--- src/rtl/nns_pkg.sv ---
// Shared constants and types for the nearest neighbor search block.
package nns_pkg;

  localparam int MAX_DIMENSIONS_DEF = 4;
  localparam int MAX_POINTS_DEF     = 1024;
  localparam int COORD_WIDTH_DEF    = 16;

  localparam int NUM_COORD   = 4;
  localparam int POS_W       = 2;
  localparam int DIMS_W      = 3;
  localparam int CFG_INDEX_W = 3;
  localparam int CFG_DATA_W  = 16;
  localparam int FIFO_DEPTH  = 4;

  localparam logic [CFG_INDEX_W-1:0] REG_DIMS     = 3'd0;
  localparam logic [CFG_INDEX_W-1:0] REG_QUERY_X0 = 3'd1;
  localparam logic [CFG_INDEX_W-1:0] REG_QUERY_X3 = 3'd4;

  localparam logic [DIMS_W-1:0] DIMS_RESET = 3'd2;

  typedef struct packed {
    logic [POS_W-1:0]  pos;
    logic              close;
    logic              last;
    logic [DIMS_W-1:0] nd;
  } nns_ctl_t;

endpackage

--- src/rtl/nns_front.sv ---
// Front end: config registers, coordinate position tracking and query difference.
module nns_front #(
  parameter int MAX_DIMENSIONS = nns_pkg::MAX_DIMENSIONS_DEF,
  parameter int COORD_WIDTH    = nns_pkg::COORD_WIDTH_DEF
) (
  input  logic                               clk,
  input  logic                               rst,
  input  logic                               s_tvalid,
  output logic                               s_tready,
  input  logic signed [COORD_WIDTH-1:0]      coord,
  input  logic                               s_tlast,
  input  logic                               cfg_write,
  input  logic [nns_pkg::CFG_INDEX_W-1:0]    cfg_index,
  input  logic [nns_pkg::CFG_DATA_W-1:0]     cfg_data,
  input  logic                               fifo_full,
  output logic                               push,
  output nns_pkg::nns_ctl_t                  push_ctl,
  output logic signed [COORD_WIDTH-1:0]      push_coord,
  output logic signed [COORD_WIDTH:0]        push_diff
);
  import nns_pkg::*;

  logic [DIMS_W-1:0]             dims;
  logic signed [COORD_WIDTH-1:0] query [NUM_COORD];
  logic [POS_W-1:0]              coord_count;
  logic [POS_W-1:0]              coord_count_next;
  logic [DIMS_W-1:0]             nd;
  logic [DIMS_W-1:0]             pos_inc;
  logic                          close;
  logic signed [COORD_WIDTH-1:0] q;

  always_comb begin
    if (dims == '0) begin
      nd = DIMS_W'(1);
    end else if (dims > DIMS_W'(MAX_DIMENSIONS)) begin
      nd = DIMS_W'(MAX_DIMENSIONS);
    end else begin
      nd = dims;
    end
  end

  assign s_tready = !fifo_full;
  assign push     = s_tvalid && s_tready;
  assign pos_inc  = DIMS_W'(coord_count) + DIMS_W'(1);
  assign close    = (pos_inc >= nd) || s_tlast;
  assign q        = query[coord_count];
  assign coord_count_next = close ? '0 : pos_inc[POS_W-1:0];

  assign push_ctl.pos   = coord_count;
  assign push_ctl.close = close;
  assign push_ctl.last  = s_tlast;
  assign push_ctl.nd    = nd;
  assign push_coord     = coord;
  assign push_diff      = {coord[COORD_WIDTH-1], coord} - {q[COORD_WIDTH-1], q};

  always_ff @(posedge clk) begin
    if (rst) begin
      dims        <= DIMS_RESET;
      coord_count <= '0;
      for (int k = 0; k < NUM_COORD; k++) begin
        query[k] <= '0;
      end
    end else begin
      if (push) begin
        coord_count <= coord_count_next;
      end
      if (cfg_write) begin
        if (cfg_index == REG_DIMS) begin
          dims <= cfg_data[DIMS_W-1:0];
        end
        for (int k = 0; k < NUM_COORD; k++) begin
          if (k < MAX_DIMENSIONS && cfg_index == CFG_INDEX_W'(int'(REG_QUERY_X0) + k)) begin
            query[k] <= COORD_WIDTH'(cfg_data);
          end
        end
      end
    end
  end

endmodule

--- src/rtl/nns_fifo.sv ---
// Small register queue between the front end and the distance back end.
module nns_fifo #(
  parameter int WIDTH = 8,
  parameter int DEPTH = nns_pkg::FIFO_DEPTH
) (
  input  logic             clk,
  input  logic             rst,
  input  logic             wr_en,
  input  logic [WIDTH-1:0] wr_data,
  output logic             full,
  input  logic             rd_en,
  output logic [WIDTH-1:0] rd_data,
  output logic             empty
);
  localparam int PTR_W = (DEPTH > 1) ? $clog2(DEPTH) : 1;
  localparam int CNT_W = $clog2(DEPTH + 1);

  logic [WIDTH-1:0] entries [DEPTH];
  logic [PTR_W-1:0] wr_ptr;
  logic [PTR_W-1:0] rd_ptr;
  logic [CNT_W-1:0] count;

  assign full    = (count == CNT_W'(DEPTH));
  assign empty   = (count == '0);
  assign rd_data = entries[rd_ptr];

  always_ff @(posedge clk) begin
    if (rst) begin
      wr_ptr <= '0;
      rd_ptr <= '0;
      count  <= '0;
    end else begin
      if (wr_en) begin
        wr_ptr <= (wr_ptr == PTR_W'(DEPTH - 1)) ? '0 : wr_ptr + PTR_W'(1);
      end
      if (rd_en) begin
        rd_ptr <= (rd_ptr == PTR_W'(DEPTH - 1)) ? '0 : rd_ptr + PTR_W'(1);
      end
      if (wr_en && !rd_en) begin
        count <= count + CNT_W'(1);
      end else if (rd_en && !wr_en) begin
        count <= count - CNT_W'(1);
      end
    end
  end

  always_ff @(posedge clk) begin
    if (wr_en) begin
      entries[wr_ptr] <= wr_data;
    end
  end

  assert property (@(posedge clk) disable iff (rst) count <= CNT_W'(DEPTH))
    else $error("queue count above depth");
  assert property (@(posedge clk) disable iff (rst) wr_en |-> !full)
    else $error("write into full queue");
  assert property (@(posedge clk) disable iff (rst) rd_en |-> !empty)
    else $error("read from empty queue");

endmodule

--- src/rtl/nns_back.sv ---
// Back end: square, accumulate, best point tracking and result register.
module nns_back #(
  parameter int MAX_POINTS  = nns_pkg::MAX_POINTS_DEF,
  parameter int COORD_WIDTH = nns_pkg::COORD_WIDTH_DEF,
  parameter int IDX_W       = $clog2(MAX_POINTS),
  parameter int DIST_W      = 2 * COORD_WIDTH + 2
) (
  input  logic                          clk,
  input  logic                          rst,
  input  logic                          q_valid,
  output logic                          pop,
  input  nns_pkg::nns_ctl_t             q_ctl,
  input  logic signed [COORD_WIDTH-1:0] q_coord,
  input  logic signed [COORD_WIDTH:0]   q_diff,
  output logic                          m_tvalid,
  input  logic                          m_tready,
  output logic [IDX_W-1:0]              best_index,
  output logic signed [COORD_WIDTH-1:0] best_c [nns_pkg::NUM_COORD],
  output logic [DIST_W-1:0]             best_sq_distance
);
  import nns_pkg::*;

  localparam int SQ_W  = 2 * COORD_WIDTH;
  localparam int ACC_W = 2 * COORD_WIDTH + 3;

  logic                          a_valid;
  nns_ctl_t                      a_ctl;
  logic signed [COORD_WIDTH-1:0] a_coord;
  logic [SQ_W-1:0]               a_sq;
  logic                          a_take;
  logic                          a_load;
  logic signed [SQ_W+1:0]        sq_full;

  logic [ACC_W-1:0]              running;
  logic [ACC_W-1:0]              min_dist;
  logic [IDX_W-1:0]              point_index;
  logic [IDX_W-1:0]              best_idx;
  logic signed [COORD_WIDTH-1:0] current_point [NUM_COORD];
  logic signed [COORD_WIDTH-1:0] best_point [NUM_COORD];

  logic [ACC_W-1:0]              acc_new;
  logic                          better;
  logic signed [COORD_WIDTH-1:0] cur_new [NUM_COORD];
  logic [ACC_W-1:0]              sel_dist;
  logic [IDX_W-1:0]              sel_idx;
  logic signed [COORD_WIDTH-1:0] sel_point [NUM_COORD];

  assign a_take  = a_valid && (!a_ctl.last || !m_tvalid || m_tready);
  assign a_load  = !a_valid || a_take;
  assign pop     = q_valid && a_load;
  assign sq_full = q_diff * q_diff;

  assign acc_new  = running + ACC_W'(a_sq);
  assign better   = acc_new < min_dist;
  assign sel_dist = better ? acc_new : min_dist;
  assign sel_idx  = better ? point_index : best_idx;

  always_comb begin
    for (int k = 0; k < NUM_COORD; k++) begin
      cur_new[k] = (a_ctl.pos == POS_W'(k)) ? a_coord : current_point[k];
      sel_point[k] = better ? cur_new[k] : best_point[k];
    end
  end

  always_ff @(posedge clk) begin
    if (rst) begin
      a_valid     <= 1'b0;
      m_tvalid    <= 1'b0;
      running     <= '0;
      min_dist    <= '1;
      point_index <= '0;
      best_idx    <= '0;
      for (int k = 0; k < NUM_COORD; k++) begin
        current_point[k] <= '0;
        best_point[k]    <= '0;
      end
    end else begin
      if (a_load) begin
        a_valid <= q_valid;
      end
      if (a_take && a_ctl.last) begin
        m_tvalid <= 1'b1;
      end else if (m_tready) begin
        m_tvalid <= 1'b0;
      end
      if (a_take) begin
        if (a_ctl.last) begin
          running     <= '0;
          min_dist    <= '1;
          point_index <= '0;
          best_idx    <= '0;
          for (int k = 0; k < NUM_COORD; k++) begin
            current_point[k] <= '0;
            best_point[k]    <= '0;
          end
        end else if (a_ctl.close) begin
          if (better) begin
            min_dist   <= acc_new;
            best_idx   <= point_index;
            best_point <= cur_new;
          end
          if (point_index != IDX_W'(MAX_POINTS - 1)) begin
            point_index <= point_index + IDX_W'(1);
          end
          running <= '0;
          for (int k = 0; k < NUM_COORD; k++) begin
            current_point[k] <= '0;
          end
        end else begin
          running       <= acc_new;
          current_point <= cur_new;
        end
      end
    end
  end

  always_ff @(posedge clk) begin
    if (pop) begin
      a_ctl   <= q_ctl;
      a_coord <= q_coord;
      a_sq    <= sq_full[SQ_W-1:0];
    end
    if (a_take && a_ctl.last) begin
      best_index       <= sel_idx;
      best_sq_distance <= sel_dist[DIST_W-1:0];
      for (int k = 0; k < NUM_COORD; k++) begin
        best_c[k] <= (DIMS_W'(k) < a_ctl.nd) ? sel_point[k] : '0;
      end
    end
  end

  assert property (@(posedge clk) disable iff (rst) a_take && a_ctl.last |=> m_tvalid)
    else $error("closed set gave no result");
  assert property (@(posedge clk) disable iff (rst)
    a_take && a_ctl.last |=> (point_index == '0 && running == '0 && min_dist == '1))
    else $error("set state not cleared after result");
  assert property (@(posedge clk) disable iff (rst) a_valid && a_ctl.last |-> a_ctl.close)
    else $error("last item did not close its point");

endmodule

--- src/rtl/nearest_neighbor_search.sv ---
// Path: queue, back end input stage, result register (loaded by the tlast item).
// Throughput: one coordinate request per cycle unless the queue is full; a 4-entry
// queue decouples the front end from the square/accumulate back end, and a result
// register lets the next set proceed while a result waits.
// Reset: clears set state, dims returns to 2, query coordinates to zero.
// Top level: nearest point search by squared Euclidean distance.
module nearest_neighbor_search #(
  parameter int MAX_DIMENSIONS = nns_pkg::MAX_DIMENSIONS_DEF,
  parameter int MAX_POINTS     = nns_pkg::MAX_POINTS_DEF,
  parameter int COORD_WIDTH    = nns_pkg::COORD_WIDTH_DEF,
  parameter int IDX_W          = $clog2(MAX_POINTS),
  parameter int DIST_W         = 2 * COORD_WIDTH + 2,
  parameter int IN_TDATA_W     = ((COORD_WIDTH + 7) / 8) * 8,
  parameter int OUT_TDATA_W    =
    ((IDX_W + nns_pkg::NUM_COORD * COORD_WIDTH + DIST_W + 7) / 8) * 8
) (
  input  logic                            clk,
  input  logic                            rst,
  input  logic                            s_tvalid,
  output logic                            s_tready,
  input  logic [IN_TDATA_W-1:0]           s_tdata,   // coord
  input  logic                            s_tlast,   // last_in_set
  output logic                            m_tvalid,
  input  logic                            m_tready,
  // best_index, best_c0, best_c1, best_c2, best_c3, best_sq_distance
  output logic [OUT_TDATA_W-1:0]          m_tdata,
  input  logic                            cfg_write,
  input  logic [nns_pkg::CFG_INDEX_W-1:0] cfg_index,
  input  logic [nns_pkg::CFG_DATA_W-1:0]  cfg_data
);
  import nns_pkg::*;

  localparam int CTL_W   = $bits(nns_ctl_t);
  localparam int ENTRY_W = CTL_W + COORD_WIDTH + COORD_WIDTH + 1;

  logic                          fifo_full;
  logic                          fifo_empty;
  logic                          push;
  logic                          pop;
  nns_ctl_t                      push_ctl;
  logic signed [COORD_WIDTH-1:0] push_coord;
  logic signed [COORD_WIDTH:0]   push_diff;
  logic [ENTRY_W-1:0]            wr_data;
  logic [ENTRY_W-1:0]            rd_data;
  nns_ctl_t                      q_ctl;
  logic signed [COORD_WIDTH-1:0] q_coord;
  logic signed [COORD_WIDTH:0]   q_diff;
  logic [IDX_W-1:0]              best_index;
  logic signed [COORD_WIDTH-1:0] best_c [NUM_COORD];
  logic [DIST_W-1:0]             best_sq_distance;

  nns_front #(
    .MAX_DIMENSIONS(MAX_DIMENSIONS),
    .COORD_WIDTH   (COORD_WIDTH)
  ) u_front (
    .clk       (clk),
    .rst       (rst),
    .s_tvalid  (s_tvalid),
    .s_tready  (s_tready),
    .coord     (s_tdata[COORD_WIDTH-1:0]),
    .s_tlast   (s_tlast),
    .cfg_write (cfg_write),
    .cfg_index (cfg_index),
    .cfg_data  (cfg_data),
    .fifo_full (fifo_full),
    .push      (push),
    .push_ctl  (push_ctl),
    .push_coord(push_coord),
    .push_diff (push_diff)
  );

  assign wr_data = {push_ctl, push_coord, push_diff};

  nns_fifo #(
    .WIDTH(ENTRY_W),
    .DEPTH(FIFO_DEPTH)
  ) u_fifo (
    .clk    (clk),
    .rst    (rst),
    .wr_en  (push),
    .wr_data(wr_data),
    .full   (fifo_full),
    .rd_en  (pop),
    .rd_data(rd_data),
    .empty  (fifo_empty)
  );

  assign {q_ctl, q_coord, q_diff} = rd_data;

  nns_back #(
    .MAX_POINTS (MAX_POINTS),
    .COORD_WIDTH(COORD_WIDTH),
    .IDX_W      (IDX_W),
    .DIST_W     (DIST_W)
  ) u_back (
    .clk             (clk),
    .rst             (rst),
    .q_valid         (!fifo_empty),
    .pop             (pop),
    .q_ctl           (q_ctl),
    .q_coord         (q_coord),
    .q_diff          (q_diff),
    .m_tvalid        (m_tvalid),
    .m_tready        (m_tready),
    .best_index      (best_index),
    .best_c          (best_c),
    .best_sq_distance(best_sq_distance)
  );

  assign m_tdata = OUT_TDATA_W'({best_sq_distance, best_c[3], best_c[2], best_c[1], best_c[0],
                                 best_index});

endmodule
--- config.mk ---
export PLATFORM = sky130hd
export DESIGN_NAME = nearest_neighbor_search
export DESIGN_NICKNAME = d
export VERILOG_FILES = /design/src/rtl/nns_pkg.sv /design/src/rtl/nns_front.sv /design/src/rtl/nns_fifo.sv /design/src/rtl/nns_back.sv /design/src/rtl/nearest_neighbor_search.sv
export SDC_FILE = /design/constraint.sdc
export NUM_CORES = 2
export LEC_CHECK = 0
export BUFFER_PORTS_ARGS = -buffer_cell sky130_fd_sc_hd__buf_2
export CAP_MARGIN = 40
export CORE_ASPECT_RATIO = 1.2
export CORE_MARGIN = 2
export CORE_UTILIZATION = 47
export DETAILED_ROUTE_END_ITERATION = 12
export PLACE_DENSITY = 0.75
export SLEW_MARGIN = 25
export SYNTH_ARGS = -nofsm -noshare
export SYNTH_HDL_FRONTEND = slang
export SYNTH_SLANG_ARGS = --single-unit
--- constraint.sdc ---
create_clock -name clk -period 10.6 [get_ports clk]
set_input_delay 0.53 -clock clk [delete_from_list [all_inputs] [get_ports clk]]
set_output_delay 0.53 -clock clk [all_outputs]
set_load 0.03 [all_outputs]
Word-level counts from Yosys, hierarchy flattened
Memories as Yosys holds them, arrays and structs flattened. A register that Yosys moved wholly into a read port is not among the register bits.
Index checks and enable logic that the tools add are counted.
Storage, ports and cells
  flip-flop bits (word level): 395
  RAM bits: 224
  input port bits: 41
  output and inout bits: 114
  memories kept: 2
Memories
  u_fifo.entries: words 4, width 40, read ports 1, clocked after Yosys merged registers in 1, wr ports 1, line nns_fifo.sv:18  | logic [WIDTH-1:0] entries [DEPTH];
  u_front.query: words 4, width 16, read ports 1, clocked after Yosys merged registers in 1, wr ports 4, line nns_front.sv:24  | logic signed [COORD_WIDTH-1:0] query [NUM_COORD];
Cells by class
  add/subtract/negate cells: 8
  $mul: 1
  $lt $le $gt $ge: 7
  eq/ne operators: 11
  muxes and demuxes: 61
  bitwise operators: 4
  reduce and logical (&&, ||, !) cells: 30
Operators by type and width (number)
  two-way mux 64 bit: 5
  two-way mux 16 bit: 12
  two-way mux 35 bit: 5
  two-way mux 10 bit: 6
  adder 35 x 32 -> 35 bit: 1
  < comparator 35 bit: 1
  multiplier 17 x 17 -> 32 bit: 1
  two-way mux 1 bit: 22
  subtractor 16 x 16 -> 17 bit: 1
  two-way mux 2 bit: 7
  two-way mux 3 bit: 4
  adder 10 x 1 -> 10 bit, second input constant: 1
  inequality test 10 bit, second input constant: 1
  nonzero test 2 bit: 5
  logical NOT 3 bit: 3
  equality test 2 bit, second input constant: 4
  logical NOT 1 bit: 7
  equality test 3 x 2 -> 1 bit, second input constant: 2
  equality test 3 bit, second input constant: 2
  logical AND 1 bit: 6
  < comparator 1 x 3 -> 1 bit, first input constant: 2
  < comparator 2 x 3 -> 1 bit, first input constant: 2
  AND reduction 3 bit: 2
  adder 2 x 1 -> 2 bit, second input constant: 2
  other kinds (11): 18

Longest topological paths before layout
  depth in word-level cells: 9
  depth in mapped cells: 30

Cells and area by module
A second synthesis with hierarchy kept.
Unflattened totals
  cells, all modules: 3171
  area total of the unflattened synthesis: 36725.2 um2
By module, submodules not included
  nns_back: times used 1, cells an instance 2549, area each 26150.1 um2
  nns_fifo: times used 1, cells an instance 253, area each 6257.3 um2
  nns_front: times used 1, cells an instance 363, area each 4280.4 um2
  nearest_neighbor_search: times used 1, cells an instance 6, area each 37.5 um2

Worst setup path after synthesis
No wires, ideal clock.
  kind: register to register
  start: reg (tool-made name)
  end: reg u_back.a_sq[31], data pin
  arrival: 7.068 ns
  data required time: 10.342 ns
  setup slack: 3.274 ns
  cell stages (with the launch flop): 28
  buffers on the path: 4
  cell sequence: dfxtp_1 -> clkbuf_1 -> buf_2 -> buf_2 -> mux2i_1 -> nand2_1 -> o21ai_1 -> clkinv_1 -> nand2_1 -> fa_1 -> fa_1 -> fa_1 -> inv_1 -> fa_1 -> fa_1 -> inv_1 -> fa_1 -> inv_1 -> ha_1 -> clkbuf_1 -> a211oi_1 -> nand2_1 -> a311oi_1 -> o21ai_1 -> a221oi_2 -> o31ai_1 -> a21o_1 -> xnor2_1
RTL lines
  end signal, assigned: line nns_back.sv:121  | a_sq <= sq_full[SQ_W-1:0];
  end, declared: line nns_back.sv:29  | logic [SQ_W-1:0] a_sq;

==> results.md <==
- Cts hold-fix bufs: 0
- Cells after Synth: 3,266
- Min Clock Period, post-route: 7.97 ns
- Setup TNS Final: 0 ns
- Non-Filler Instances: 4,442
- CTS root buffer: clkbuf_16
- Cells after DPL: 4,332
- CTS buffer count: 58
- Min setup slack post-route: 2.63 ns
- Drt total wl: 83.2 mm
- Core ar.: 77,400 µm²
- Antenna Nets Post-Route: 0
- Largest net degree at the start of global routing: 68
- Max_cap viols: 0
- I/O Pins: 155
- Initial drt markers: 1,822
- Worst reg2reg setup slack: 2.63 ns
- Layout cell share with drive strength beyond 1: 13.2%
- HPWL after detailed placement: 59.9 mm
- Critical path capture point type: flip-flop
- Fmax: 125 MHz
- Synthesized cell area: 36,600 µm²
- DR pass1 iterations: 8
- FFs w/ async S/R, synth: 0%
- Drt drc: 0
- R2r endpoint: u_back.a_sq[31]
- Hold WS: 0.145 ns
- #FFs+latches synth: 622
- Rows: 112
- Hold_sp: s_tlast
- CTS clk-pin slew, worst paths: 0.06 ns
- DR vias: 24,700
- Depth of the most critical reg-to-reg path: 24
- Worst Tran Pin Value: 0.853 ns
- Die area: 80,000 µm²
- Routed len/inst: 18.7 µm
- CP Data Arrival Time: 8.33 ns
- Worst min-delay path class: primary input to flip-flop
- Final period utilization: 75.2%
- Gr ovfl total: 0
- Startpoint Class: flip-flop
- Outcome: complete, no violations
- Count of pins over their slew limit: 0
- Slew HR: 42.8%
- Yosys Warn Count: 0
- Sink Count: 622
- Worst hold stages: 1
- CTS tree: done
- Placer Congestion: 0.939
- Tot GR Track Use: 21.1%
- Starting Density: 47.3%
- Final Skew: 0.0301 ns
- First-pass GRT wire length: 134 mm
- Die H: 310 µm
- Place WS: 2.65 ns
- Setup Fix Bufs, Post-CTS: 0
- Post-synthesis sequential area ratio: 44.6%
- Vias per inst: 5.56
- # resized after CTS: 0
- H-tree depth: 2
- Die W: 259 µm
- Yosys cell types: 89
- CP Max Fanout: 28
- Setup Crit Path Kind: flip-flop to flip-flop
- Avg Cell Area, Syn: 11.2 µm²
- Top_reg_cell synth: edfxtp_1
- Buffers on Ports: 150
- Final Setup Violations: 0
- Final hold viol count: 0
- Vias in the first global route: 25,300
- Initial antenna violation count: 5
- Maximum clock insertion buffer count: 3
- RSZ-0062 raised after global routing: no
- NumNets Final: 3,838
- Later-pin clock latency in the skew report: 0.64 ns
- Hold endpoint: u_fifo.entries[0][36]
- Area grow syn2layout: 10.8%
- Worst EP required: 10.96 ns
- Post-synth EDFFs: 386
[registers in the layout (all words and copies together) (netlist names), named ones only]
register,count
u_back.current_point,64
u_back.point_index,10
u_back.a_ctl,7
u_back.min_dist,35
u_front.dims,3
u_fifo.entries,160
u_back.m_tvalid,1
u_back.best_point,64
u_fifo.count,3
u_back.a_valid,1
u_back.running,35
u_back.a_coord,16
u_back.best_sq_distance,34
u_fifo.wr_ptr,2
u_back.a_sq,31
u_fifo.rd_ptr,2
u_front.coord_count,2
u_back.best_idx,10
u_back.best_c,64
u_front.query,64
u_back.best_index,10
[area by class of cell]
type | count | area [µm²]
inverter | 416 | 1560
clock buffer | 68 | 1500
antenna | 1 | 2.50
clock inverter | 39 | 548
sequential | 622 | 16300
tap | 1026 | 1280
fill | 6521 | 36800
timing repair buffer | 188 | 1150
multi-input combinational | 2082 | 18100
[how the worst max path moves through the flow]
stage	end	slack, ns
4_1_cts	u_back.a_sq[31]	2.61
5_1_grt	u_back.a_sq[29]	2.14
2_1_floorplan	u_back.a_sq[31]	3.27
3_5_place_dp	u_back.a_sq[31]	2.65
3_3_place_gp	u_back.a_sq[31]	2.78
6_report	u_back.a_sq[31]	2.63
[Yosys cell counts, types with 28 or more instances]
cell type  number  area, µm²
a21o_1         29        218
a21oi_1        75        375
a22oi_1       158       1190
and2_1         78        488
buf_2          38        190
clkbuf_1       86        323
dfxtp_1       236       4720
edfxtp_1      386      11600
fa_1          258       5160
ha_1          171       2140
inv_1         412       1550
mux2_2         83        935
mux4_2         42        946
nand2_1       172        646
nand3_1        28        140
nor2_1        428       1610
nor3_1         83        415
o21ai_0        53        265
xnor2_1        59        517
xor2_1         31        272
[cell families (layout without fill, tap and decap cells)]
logic type / after synthesis / in the layout / share of synthesized area [%]
compound gates: 492 / 492 / 9.58
xor+xnor: 90 / 90 / 2.16
fa+ha+maj: 429 / 429 / 20.0
buf+inv: 565 / 711 / 6.05
flops: 622 / 622 / 44.6
mux: 169 / 169 / 6.48
other cells: 1 / 5 / 0.0103
simple gates: 898 / 898 / 11.1
[metal layers]
metal	vias to the layer above	wire length [µm]	track usage, %
met5	-	35	0
met4	6	3860	10.4
met3	219	4700	3.33
met2	793	42200	36.9
met1	12300	32400	25.3
li1	11400	-	-
[stage by stage]
stage	utilization [%]	instance area (µm²)
floorplan	-	36600
global placement	49.4	38200
detailed placement	49.7	38400
CTS	52.3	40500
global route	52.4	40500
finish	52.4	40500
[cell usage in the layout, fill, tap and decap left out, drive strengths merged, types with 11 or more instances in the layout]
cell type	synthesis	routed
edfxtp	386	386
dfxtp	236	236
o22a	17	17
mux2	105	105
a21oi	77	77
ha	171	171
nand2	173	173
a31oi	17	17
mux4	42	42
a22oi	158	158
nand3	29	29
fa	258	258
inv	412	413
xor2	31	31
nand2b	19	19
nor2	429	429
and2	78	78
o21ai	69	69
clkinv	4	25
mux2i	22	22
nor3b	17	17
nor3	83	83
and3	19	19
xnor2	59	59
a2bb2oi	17	17
o21bai	11	11
buf	63	188
o21a	14	14
a21o	29	29
clkbuf	86	68
bufinv	0	12
[worst max-delay path, stage by stage, from the launching register on]
cell	delay, ns
dfxtp_4	0.65
mux2_2	0.40
o21ai_1	0.65
inv_1	0.48
nand2_1	0.25
inv_1	0.08
fa_1	0.48
inv_1	0.05
fa_1	0.45
fa_1	0.56
inv_1	0.06
fa_1	0.48
fa_1	0.48
inv_1	0.05
fa_1	0.48
inv_1	0.04
ha_1	0.37
a211oi_1	0.24
nand2_1	0.10
a311oi_1	0.27
o21ai_1	0.20
a221oi_2	0.40
o31ai_1	0.14
a21o_1	0.20
xnor2_1	0.12
Power is left out: the tool's default activity adds up to more than one toggle a clock period on the data nets, which glitch-free logic cannot reach.
